[src/hdl/lcgs_pkg.sv]
// Shared types and constants for the line color gradient stepper.
// No dependencies; used by every module under hdl/.
`default_nettype none

package lcgs_pkg;

  localparam int CHAN_BITS = 8;
  localparam logic [CHAN_BITS-1:0] CHAN_MAX = 8'd255;

  // bit offsets of the channels in a packed RGBA word
  localparam int RED_LSB   = 24;
  localparam int GREEN_LSB = 16;
  localparam int BLUE_LSB  = 8;

  localparam logic OP_LOAD = 1'b0;
  localparam logic OP_STEP = 1'b1;

  typedef enum logic {
    ST_IDLE,
    ST_DIV
  } state_t;

  // divider lane controls, driven by the top level sequencer
  typedef struct packed {
    logic start;  // capture channel pair and clear partial quotient
    logic run;    // retire one quotient bit
    logic last;   // final quotient bit, commit the signed step
  } div_ctrl_t;

endpackage

`default_nettype wire

[src/hdl/lcgs_div_lane.sv]
// One color channel's bit-serial restoring divider and its step register.
// Depends on lcgs_pkg for the control struct and channel width.
`default_nettype none

module lcgs_div_lane #(
  parameter int COORD_BITS = 12,
  parameter int FRAC_BITS  = 16
) (
  input  wire                                      clk,
  input  wire                                      rst,
  input  lcgs_pkg::div_ctrl_t                      ctrl,
  input  wire        [COORD_BITS-1:0]              divisor,
  input  wire        [lcgs_pkg::CHAN_BITS-1:0]     start_chan,
  input  wire        [lcgs_pkg::CHAN_BITS-1:0]     end_chan,
  output logic       [lcgs_pkg::CHAN_BITS+FRAC_BITS:0] step
);

  localparam int CW = lcgs_pkg::CHAN_BITS;
  localparam int QW = CW + FRAC_BITS;

  logic [CW-1:0]         dvd;    // dividend magnitude, MSB first then zeros
  logic [COORD_BITS-1:0] rem;
  logic [QW-1:0]         quo;
  logic                  neg;

  logic                  neg_in;
  logic [CW-1:0]         mag_in;
  logic [COORD_BITS:0]   trial;
  logic                  ge;
  logic [COORD_BITS:0]   diff;
  logic [QW-1:0]         quo_next;
  logic [QW:0]           quo_ext;

  always_comb begin
    neg_in   = end_chan < start_chan;
    mag_in   = neg_in ? (start_chan - end_chan) : (end_chan - start_chan);
    trial    = {rem, dvd[CW-1]};
    ge       = trial >= {1'b0, divisor};
    diff     = trial - {1'b0, divisor};
    quo_next = {quo[QW-2:0], ge};
    quo_ext  = {1'b0, quo_next};
  end

  always_ff @(posedge clk) begin
    if (ctrl.start) begin
      dvd <= mag_in;
      rem <= '0;
      quo <= '0;
      neg <= neg_in;
    end else if (ctrl.run) begin
      dvd <= {dvd[CW-2:0], 1'b0};
      rem <= ge ? diff[COORD_BITS-1:0] : trial[COORD_BITS-1:0];
      quo <= quo_next;
    end
  end

  // step is architectural state: zero after reset
  always_ff @(posedge clk) begin
    if (rst) begin
      step <= '0;
    end else if (ctrl.last) begin
      step <= neg ? ((QW+1)'(0) - quo_ext) : quo_ext;
    end
  end

endmodule

`default_nettype wire

[src/hdl/lcgs_chan_adv.sv]
// Advances one channel by its fixed-point step: round half up, clamp to 0..255.
// Depends on lcgs_pkg for the channel width and limit.
`default_nettype none

module lcgs_chan_adv #(
  parameter int FRAC_BITS = 16
) (
  input  wire  [lcgs_pkg::CHAN_BITS-1:0]           chan,
  input  wire  [lcgs_pkg::CHAN_BITS+FRAC_BITS:0]   step,
  output logic [lcgs_pkg::CHAN_BITS-1:0]           chan_next
);

  localparam int CW = lcgs_pkg::CHAN_BITS;
  localparam int SW = CW + FRAC_BITS + 2;
  localparam logic [SW-1:0] HALF = SW'(1) << (FRAC_BITS - 1);

  logic [SW-1:0] sum;
  logic [CW:0]   whole;

  always_comb begin
    // two's complement sum; MSB set means negative
    sum   = {2'b00, chan, {FRAC_BITS{1'b0}}} + {step[CW+FRAC_BITS], step} + HALF;
    whole = sum[SW-2:FRAC_BITS];
    if (sum[SW-1]) begin
      chan_next = '0;
    end else if (whole > {1'b0, lcgs_pkg::CHAN_MAX}) begin
      chan_next = lcgs_pkg::CHAN_MAX;
    end else begin
      chan_next = whole[CW-1:0];
    end
  end

endmodule

`default_nettype wire

[src/hdl/line_color_gradient_stepper_top.sv]
// Line color gradient stepper, top level. Uses lcgs_pkg, lcgs_div_lane, lcgs_chan_adv.
// Step word: result the cycle after accept, one step word per cycle while the output is not stalled.
// Load word: result (start color) the cycle after accept; then the three divider
// lanes retire one quotient bit per cycle, and input stalls until the last quotient bit.
// Reset (rst, synchronous) clears color and steps to zero and empties the output.
`default_nettype none

module line_color_gradient_stepper_top #(
  parameter int COORD_BITS = 12,
  parameter int FRAC_BITS  = 16
) (
  input  wire                   clk,
  input  wire                   rst,
  input  wire                   in_valid,
  output logic                  in_stall,
  input  wire                   operation,
  input  wire  [31:0]           start_color,
  input  wire  [31:0]           end_color,
  input  wire  [COORD_BITS-1:0] delta_x,
  input  wire  [COORD_BITS-1:0] delta_y,
  output logic                  out_valid,
  input  wire                   out_stall,
  output logic [31:0]           pixel_color
);

  localparam int CW    = lcgs_pkg::CHAN_BITS;
  localparam int QW    = CW + FRAC_BITS;
  localparam int CNT_W = $clog2(QW);

  lcgs_pkg::state_t    state, state_next;
  lcgs_pkg::div_ctrl_t ctrl;

  logic [CNT_W-1:0]      cnt;
  logic [COORD_BITS-1:0] steps;
  logic [COORD_BITS-1:0] steps_max;
  logic                  in_acc;
  logic                  out_valid_next;
  logic [31:0]           color_step;

  logic [QW:0]           red_step, green_step, blue_step;
  logic [CW-1:0]         red_next, green_next, blue_next;

  always_comb begin
    state_next = state;
    in_stall   = !(state == lcgs_pkg::ST_IDLE && (!out_valid || !out_stall));
    in_acc     = in_valid && !in_stall;
    ctrl.start = in_acc && operation == lcgs_pkg::OP_LOAD;
    ctrl.run   = state == lcgs_pkg::ST_DIV;
    ctrl.last  = ctrl.run && cnt == '0;
    unique case (state)
      lcgs_pkg::ST_IDLE: begin
        if (ctrl.start) state_next = lcgs_pkg::ST_DIV;
      end
      lcgs_pkg::ST_DIV: begin
        if (ctrl.last) state_next = lcgs_pkg::ST_IDLE;
      end
      default: state_next = lcgs_pkg::ST_IDLE;
    endcase
    if (in_acc) begin
      out_valid_next = 1'b1;
    end else begin
      out_valid_next = out_valid && out_stall;
    end
    steps_max = (delta_x > delta_y) ? delta_x : delta_y;
  end

  always_ff @(posedge clk) begin
    if (rst) begin
      state     <= lcgs_pkg::ST_IDLE;
      out_valid <= 1'b0;
    end else begin
      state     <= state_next;
      out_valid <= out_valid_next;
    end
  end

  always_ff @(posedge clk) begin
    if (ctrl.start) begin
      cnt   <= CNT_W'(QW - 1);
      steps <= (steps_max == '0) ? COORD_BITS'(1) : steps_max;
    end else if (ctrl.run) begin
      cnt <= cnt - CNT_W'(1);
    end
  end

  // current color doubles as the output word; it only moves when the slot frees
  always_ff @(posedge clk) begin
    if (rst) begin
      pixel_color <= '0;
    end else if (in_acc) begin
      pixel_color <= (operation == lcgs_pkg::OP_LOAD) ? start_color : color_step;
    end
  end

  lcgs_div_lane #(.COORD_BITS(COORD_BITS), .FRAC_BITS(FRAC_BITS)) u_div_red (
    .clk(clk), .rst(rst), .ctrl(ctrl), .divisor(steps),
    .start_chan(start_color[lcgs_pkg::RED_LSB +: CW]),
    .end_chan(end_color[lcgs_pkg::RED_LSB +: CW]),
    .step(red_step)
  );

  lcgs_div_lane #(.COORD_BITS(COORD_BITS), .FRAC_BITS(FRAC_BITS)) u_div_green (
    .clk(clk), .rst(rst), .ctrl(ctrl), .divisor(steps),
    .start_chan(start_color[lcgs_pkg::GREEN_LSB +: CW]),
    .end_chan(end_color[lcgs_pkg::GREEN_LSB +: CW]),
    .step(green_step)
  );

  lcgs_div_lane #(.COORD_BITS(COORD_BITS), .FRAC_BITS(FRAC_BITS)) u_div_blue (
    .clk(clk), .rst(rst), .ctrl(ctrl), .divisor(steps),
    .start_chan(start_color[lcgs_pkg::BLUE_LSB +: CW]),
    .end_chan(end_color[lcgs_pkg::BLUE_LSB +: CW]),
    .step(blue_step)
  );

  lcgs_chan_adv #(.FRAC_BITS(FRAC_BITS)) u_adv_red (
    .chan(pixel_color[lcgs_pkg::RED_LSB +: CW]), .step(red_step), .chan_next(red_next)
  );

  lcgs_chan_adv #(.FRAC_BITS(FRAC_BITS)) u_adv_green (
    .chan(pixel_color[lcgs_pkg::GREEN_LSB +: CW]), .step(green_step), .chan_next(green_next)
  );

  lcgs_chan_adv #(.FRAC_BITS(FRAC_BITS)) u_adv_blue (
    .chan(pixel_color[lcgs_pkg::BLUE_LSB +: CW]), .step(blue_step), .chan_next(blue_next)
  );

  assign color_step = {red_next, green_next, blue_next, pixel_color[CW-1:0]};

endmodule

`default_nettype wire

[config.mk]
export PLATFORM = sky130hd
export DESIGN_NAME = line_color_gradient_stepper_top
export DESIGN_NICKNAME = d
export VERILOG_FILES = /design/src/hdl/lcgs_pkg.sv /design/src/hdl/lcgs_div_lane.sv /design/src/hdl/lcgs_chan_adv.sv /design/src/hdl/line_color_gradient_stepper_top.sv
export SDC_FILE = /design/constraint.sdc
export NUM_CORES = 1
export LEC_CHECK = 0
export ABC_AREA = 0
export BUFFER_PORTS_ARGS = -buffer_cell sky130_fd_sc_hd__buf_2
export CELL_PAD_IN_SITES_DETAIL_PLACEMENT = 1
export CELL_PAD_IN_SITES_GLOBAL_PLACEMENT = 1
export CORE_MARGIN = 1.5
export CORE_UTILIZATION = 49
export DETAILED_ROUTE_END_ITERATION = 10
export PLACE_DENSITY_LB_ADDON = 0.1
export SETUP_SLACK_MARGIN = 0.3
export SLEW_MARGIN = 30
export SYNTH_ARGS = -nofsm -noshare
export SYNTH_HDL_FRONTEND = slang
export SYNTH_SLANG_ARGS = --single-unit
export TNS_END_PERCENT = 1
[constraint.sdc]
create_clock -name clk -period 6.72 [get_ports clk]
set_input_delay 1.344 -clock clk [delete_from_list [all_inputs] [get_ports clk]]
set_output_delay 1.344 -clock clk [all_outputs]
set_load 0.01 [all_outputs]
==> results of run 1 <==
-- through the flow --
step | std cells | instance area [um^2] | hold WS, ns | setup slack (ns) | util, %
5_1_grt | 2128 | 15300 | 0.478 | 2.69 | 56.4
4_1_cts | 2128 | 15300 | 0.454 | 2.89 | 56.4
2_1_floorplan | 1665 | 13700 | 0.441 | 3.01 | -
3_3_place_gp | 2083 | 14500 | 0.440 | 2.44 | 53.2
3_5_place_dp | 2084 | 14500 | 0.445 | 2.33 | 53.3
6_report | 2128 | 15300 | 0.455 | 2.91 | 56.4
-- sequential cells by signal, indices dropped and copies added, names as in the netlist, 5 cells and up --
register,count
cnt,5
pixel_color,32
steps,12
u_div_blue.dvd,8
u_div_blue.quo,23
u_div_blue.rem,12
u_div_blue.step,10
u_div_green.dvd,8
u_div_green.quo,23
u_div_green.rem,12
u_div_green.step,10
u_div_red.dvd,8
u_div_red.quo,23
u_div_red.rem,12
u_div_red.step,10
-- path summary, 6_finish.rpt --
kind              startpoint            endpoint  slack, ns  cells after the start
max          start_color[29]    u_div_red.dvd[4]       2.91                     11
min           pixel_color[3]      pixel_color[3]       0.45                      2
max reg2reg         steps[1]  u_div_red.step[24]       3.25                     10
min reg2reg   pixel_color[3]      pixel_color[3]       0.45                      2
-- power breakdown --
| part | total [uW] | leakage [uW] | internal, uW | switching (uW) |
|---|---|---|---|---|
| Clock | 1350 | 0.000401 | 799 | 555 |
| Combinational | 1640 | 0.00430 | 679 | 958 |
| Sequential | 1570 | 0.00179 | 1460 | 111 |
| Total | 4560 | 0.00649 | 2930 | 1620 |
-- worst min-delay path: stages (launching register included) --
cell     delay [ns]
dfxtp_1        0.31
nand2_1        0.05
a21oi_1        0.05
-- metal layers --
metal,GRT usage [%],vias to the layer above,part of all wire [%]
li1,-,6010,-
met1,29.9,5787,43
met2,48.7,185,50
met3,3.53,66,3.6
met4,8.70,0,3.0
met5,0,-,0
-- cell type report --
class | instances | area [um^2] | area share, %
flip-flops and latches | 213 | 4660 | 30.4
clock buffers | 34 | 732 | 4.77
clock inverters | 10 | 85.1 | 0.555
multi-input cells | 1252 | 8260 | 53.9
inverters | 120 | 450 | 2.94
repair buffers | 127 | 682 | 4.45
well taps | 372 | 465 | 3.04
-- cells in the mapped netlist, types with 12 or more instances --
library cell	number	area (um^2)
clkbuf_1	67	251
dfxtp_1	174	3480
xor2_1	41	359
mux2i_1	31	310
edfxtp_1	39	1170
nor2b_1	20	125
xnor2_1	48	420
o21ai_0	164	821
nand3_1	23	115
nand2b_1	14	87.6
ha_1	118	1480
inv_1	120	450
o31ai_1	16	120
o211ai_1	16	120
nor2_1	110	413
a211oi_1	38	285
fa_1	12	240
nor4_1	15	93.8
a21oi_1	130	651
nand2_1	238	893
a21o_1	12	90.1
nor3_1	50	250
mux2_2	19	214
-- placed cells by master (no fill, tap or decap), types with 15 or more instances in the layout --
cell,Yosys,layout
xnor2_1,48,48
ha_1,118,118
clkbuf_16,0,27
nor4_1,15,15
a21oi_1,130,129
inv_1,120,118
mux2i_1,31,31
o21ai_0,164,162
nor2_1,110,109
o211ai_1,16,16
a211oi_1,38,38
nor2b_1,20,20
buf_2,4,118
mux2_2,19,19
nand2_1,238,238
o31ai_1,16,16
nand3_1,23,23
nor3_1,50,50
edfxtp_1,39,39
xor2_1,41,41
dfxtp_1,174,173
-- logic make-up (layout without fill, tap and decap cells) --
kind of cell    after synthesis  count (layout)  share of synthesized area (%)
compound gates              454             454                           20.5
xor+xnor                     89              89                           5.71
fa+ha+maj                   130             130                           12.6
buf+inv                     200             291                           5.65
flops                       213             213                           34.1
mux                          50              50                           3.84
simple gates                529             529                           17.6
==> summary.md, run 1 <==
| Metric | Value |
|---|---|
| Setup TNS | `0 ns` |
| Synthesis Warnings | `0` |
| DR vias/cell | `5.66` |
| Tmin final | `3.81 ns` |
| Clock latency on the worst-skew pair | `0.54 ns` |
| CP Max Fanout | `11` |
| Crit start category | `input pin` |
| Hold WC Path Type | `reg -> reg` |
| Share of layout cells above drive strength 1 | `12.2%` |
| Async SR Flop Fraction | `0%` |
| Power Total | `4560 uW` |
| Die height | `170 um` |
| CTS Root Cell | `clkbuf_16` |
| Synth cell types | `70` |
| Synthesized cell area | `0.0137 mm^2` |
| Seq/Total Area, Yosys | `34.1%` |
| Slowest Stage Delay on Critical Path | `0.54 ns` |
| Diode count | `0` |
| Hpwl dp | `27.0 mm` |
| Critical-path top delay cell | `o21ai_2` |
| Synth Net Count | `1888` |
| Crit path buf inv count | `3` |
| Io pins | `127` |
| Total congestion overflow | `0` |
| Max-cap viol count | `0` |
| Syn_area_per_cell | `8.20 um^2` |
| Clock sinks | `213` |
| Initial Utilization | `50.3%` |
| Main flop type after synthesis | `dfxtp_1` |
| Setup violations, final | `0` |
| Die outline width | `170 um` |
| Remaining DRCs | `0` |
| Die Area | `0.0289 mm^2` |
| CP dominant cell by count | `inv_1` |
| Setup bufs post-CTS | `0` |
| Antenna Nets Post-Route | `0` |
| Layout area overhead | `12.2%` |
| Detailed Route WL | `37.0 mm` |
| Placeable Area | `0.0272 mm^2` |
| CTS Buf Count | `26` |
| DR pass1 iterations | `4` |
| Fmax | `0.262 GHz` |
| Data required, critical path | `6.98 ns` |
| Clk_skew | `0.0167 ns` |
| Fill count | `3349` |
| Largest net degree at the start of global routing | `114` |
| Static Leak | `0.00649 uW` |
| Top delay family on crit path | `compound AO/OA/AOI/OAI gates` |
| Initial DRC Count | `467` |
| Max Buffers Root-to-Sink | `3` |
| Final nets | `1963` |
| Wire per inst | `17.4 um` |
| Vias in the first global route | `12400` |
| Total number of vias | `12000` |
| First-pass GRT wire length | `61.0 mm` |
| Worst setup path category | `in -> reg` |
| Final period util | `56.7%` |
| Slew HR | `39.4%` |
| Kind of end point of the critical path | `flip-flop` |
| Clock transition at path regs | `0.06 ns` |
| Initial antenna violation count | `0` |
| Tot GR Track Use | `25.9%` |
| Slew Viols, Final | `0` |
| RD Place Congestion | `0.847` |
| IO buf count | `118` |
| Fin. Hold Viols | `0` |
| CTS tree | `built` |
| Cell count after synthesis | `1665` |
| Flip-flop and latch count after synthesis | `213` |
| Status | `completed` |
| CP Cell Sequence | `buf_2 > inv_1 > ha_1 > a2111oi_2 > inv_1 > o21ai_2 > mux2i_1 > nor2_1 > or3b_1 > xnor2_1 > o21ai_0` |
| RSZ-0062 raised after global routing | `false` |
| Pwr Density | `297 mW/mm^2` |
| Actual slew at the worst max-slew pin | `0.909 ns` |
| EDFF count, synth | `39` |
| PostCTS Resize Cnt | `0` |
| WP data arrival | `4.07 ns` |
| Peak supply drop | `0.000210 V` |
| Rows | `60` |
| Cts hold-fix bufs | `0` |
| H-tree Lvls | `1` |
Note: power is estimated with default switching activity, not from simulation.
==> inputs of run 2 (changes only) <==
--- a/config.mk
+++ b/config.mk
@@ -5,12 +5,12 @@
 export SDC_FILE = /design/constraint.sdc
 export NUM_CORES = 1
 export LEC_CHECK = 0
-export ABC_AREA = 0
+export ABC_AREA = 1
 export BUFFER_PORTS_ARGS = -buffer_cell sky130_fd_sc_hd__buf_2
 export CELL_PAD_IN_SITES_DETAIL_PLACEMENT = 1
 export CELL_PAD_IN_SITES_GLOBAL_PLACEMENT = 1
 export CORE_MARGIN = 1.5
-export CORE_UTILIZATION = 49
+export CORE_UTILIZATION = 40
 export DETAILED_ROUTE_END_ITERATION = 10
 export PLACE_DENSITY_LB_ADDON = 0.1
 export SETUP_SLACK_MARGIN = 0.3
==> constraint.sdc (replaced) <==
create_clock -name clk -period 3.1 [get_ports clk]
set_input_delay 0.62 -clock clk [delete_from_list [all_inputs] [get_ports clk]]
set_output_delay 0.62 -clock clk [all_outputs]
set_load 0.01 [all_outputs]
==> run 2 against run 1 <==
Against the previous run: the flow now finishes with violations (DRC); worst setup slack lost 2.3 ns; wire length grew 8.1%; cell area grew 6.8%; sequential share of layout area shrank 2.0 points; worst hold slack lost 0.15 ns; count of clock-buffer cells in the layout is the same; critical path type is now reg -> reg; largest cell class unchanged.
==> summary.md, run 2 <==
| Metric | Value |
|---|---|
| Status | `complete, but fails checks` |
| Failing checks | `DRC` |
| First-pass GRT wire length | `67.0 mm (+10%)` |
| Final period util | `81.3%` |
| WL met3 | `897 um (-33%)` |
| Antenna Nets Post-Route | `0 (unchanged)` |
| Initial antenna violation count | `1 (+1)` |
| Wire per inst | `15.5 um (-11%)` |
| Largest reg by FF count | `pixel_color` |
| Data required, critical path | `3.58 ns (-3.40 ns)` |
| Remaining DRCs | `16 (+16)` |
| Number of flip-flops under the largest register name | `32 (unchanged)` |
| Setup TNS | `0 ns (unchanged)` |
| Main flop type after synthesis | `dfxtp_1` |
| Routed wl met2 | `18.9 mm (+2.1%)` |
| WL met1 | `19.4 mm (+21%)` |
| Static Leak | `0.00849 uW (+31%)` |
| Syn_area_per_cell | `7.26 um^2 (-11%)` |
| Worst setup path category | `reg -> reg` |
| Synthesis Warnings | `0 (unchanged)` |
| Placeable Area | `0.0357 mm^2 (+31%)` |
| RD Place Congestion | `0.829 (-2.1%)` |
| Total number of vias | `13300 (+10%)` |
| Vias in the first global route | `13600 (+9.8%)` |
| Flip-flop and latch count after synthesis | `213 (unchanged)` |
| Clock latency on the worst-skew pair | `0.54 ns (about the same)` |
| Total congestion overflow | `0 (unchanged)` |
| Detailed Route WL | `40.0 mm (+8.1%)` |
| Tmin final | `2.52 ns` |
| H-tree Lvls | `1 (unchanged)` |
| Slew HR | `41.2% (+1.7 points)` |
| Synth top area share | `24.0% (-1.5 points)` |
| Peak supply drop | `0.000408 V (+94%)` |
| Final nets | `2320 (+18%)` |
| Clk_skew | `0.0109 ns (-0.00580 ns)` |
| DR pass1 iterations | `7 (+3)` |
| Synth cell types | `52 (-26%)` |
| Synthesized cell area | `0.0145 mm^2 (+6.4%)` |
| Setup violations, final | `0 (unchanged)` |
| Slew Viols, Final | `0 (unchanged)` |
| RR Startpoint | `steps[1]` |
| Most common cell after layout, fill and taps aside | `nand2_1` |
| DR vias/cell | `5.16 (-8.9%)` |
| Die height | `194 um (+14%)` |
| Fill count | `4553 (+36%)` |
| Hold_sp | `start_color[3]` |
| Layout area overhead | `12.7%` |
| Initial DRC Count | `484 (+3.6%)` |
| Clock sinks | `213 (unchanged)` |
| Tot GR Track Use | `21.2% (-4.6 points)` |
| Synth Net Count | `2225 (+18%)` |
| Cell count after synthesis | `2002 (+20%)` |
| Cell Area, Placed | `0.0155 mm^2 (+7.1%)` |
| Largest net degree at the start of global routing | `81 (-29%)` |
| Cts hold-fix bufs | `0 (unchanged)` |
| Fin. Hold Viols | `0 (unchanged)` |
| Die Area | `0.0375 mm^2 (+30%)` |
| CP Max Fanout | `13 (+2)` |
| Top Metal Used | `met4` |
| Fmax | `0.397 GHz` |
| Kind of end point of the critical path | `flip-flop` |
| Top-count cell post-synth | `nand2_1` |
| Max-cap viol count | `0 (unchanged)` |
| Share of layout cells above drive strength 1 | `11.1% (-1.1 points)` |
| WP data arrival | `3.00 ns (-1.07 ns)` |
| CTS Root Cell | `clkbuf_16` |
| Async SR Flop Fraction | `0% (unchanged)` |
| Commonest non-fill, non-tap cells in the layout | `nand2_1 (473), inv_1 (314), dfxtp_1 (173)` |
| IO buf count | `118 (unchanged)` |
| CTS tree | `built` |
| Setup bufs post-CTS | `0 (unchanged)` |
| RSZ-0062 raised after global routing | `false` |
| Critical Path Source | `steps[1]` |
| Leading area contributor after synthesis | `dfxtp_1` |
| Synth cell count leaders | `nand2_1 (473), inv_1 (314), dfxtp_1 (174)` |
| Hpwl dp | `30.1 mm (+12%)` |
| Pwr Density | `611 mW/mm^2 (+110%)` |
| Synth area leaders | `dfxtp_1 (24%), nand2_1 (12%), ha_1 (10%), inv_1 (8.1%), edfxtp_1 (8.1%)` |
| Rows | `69 (+15%)` |
| EDFF count, synth | `39 (unchanged)` |
| Crit start category | `flip-flop` |
| Initial Utilization | `40.8% (-9.5 points)` |
| Seq/Total Area, Yosys | `32.0% (-2.1 points)` |
| Max Buffers Root-to-Sink | `3 (unchanged)` |
| Actual slew at the worst max-slew pin | `0.882 ns (-0.0261 ns)` |
| Final instance area | `0.0164 mm^2 (+6.8%)` |
| PostCTS Resize Cnt | `0 (unchanged)` |
| Io pins | `127 (unchanged)` |
| CTS Buf Count | `27 (+3.8%)` |
| Hold WC Path Type | `in -> reg` |
| Die outline width | `194 um (+14%)` |
| Clock transition at path regs | `0.06 ns (about the same)` |
==> run 2: metrics by stage <==
stage	util (%)	hold WS (ns)	std cells	setup slack, ns	power [uW]
after CTS	45.9	0.284	2576	0.564	10100
after floorplan	-	0.434	2002	0.783	6120
final	45.9	0.303	2577	0.578	10000
after global placement	43.5	0.449	2529	0.312	6890
after global routing	45.9	0.297	2576	0.332	10800
after detailed placement	43.5	0.457	2529	0.212	7010
==> run 2: path summary, 6_finish.rpt <==
| path | slack, ns | end | cells after the start |
|---|---|---|---|
| setup / recovery | 0.58 | u_div_blue.rem[9] | 13 |
| hold / removal | 0.30 | pixel_color[3] | 3 |
| setup reg to reg | 0.58 | u_div_blue.rem[9] | 13 |
| hold reg to reg | 0.47 | cnt[2] | 2 |
==> run 2: cell families (layout without fill, tap and decap cells) <==
group / count (synthesis) / after routing / share of synthesized area (%)
adder cells (fa/ha/maj): 130 / 130 / 11.8
flip-flops: 213 / 213 / 32.0
other: 0 / 1 / 0
XOR/XNOR: 81 / 81 / 4.93
AO/OA/AOI/OAI: 389 / 389 / 16.9
AND/OR/NAND/NOR: 798 / 798 / 23.7
buffers and inverters: 391 / 504 / 10.6
==> run 2: worst max-delay path, cell delays in order (launching register included) <==
cell,delay [ns]
edfxtp_1,0.53
inv_1,0.22
ha_1,0.39
nand2_1,0.08
nor2_1,0.05
nand2_1,0.07
nand3_2,0.13
nand2_2,0.12
nand3_4,0.14
nor2_4,0.32
nand2_1,0.12
o211ai_1,0.12
nand2_1,0.08
inv_1,0.08
==> run 2: cell type report <==
type	count	area (um^2)	area share, %
tap	461	577	3.52
inverter	323	1220	7.43
sequential	213	4660	28.4
multi-input combinational	1398	8350	51.0
clock inverter	13	150	0.917
antenna	1	2.50	0.0153
clock buffer	34	702	4.29
timing repair buffer	134	723	4.42
==> run 2: power breakdown <==
part / internal (uW) / switching (uW)
registers: 3160 / 252
logic: 1290 / 2240
clock network: 1840 / 1220
total: 6300 / 3710
==> run 2: layer usage <==
layer	GRT usage [%]	vias to the layer above
met5	0	-
met4	4.64	0
met3	2.17	43
met2	37.0	118
met1	28.4	6384
li1	-	6746
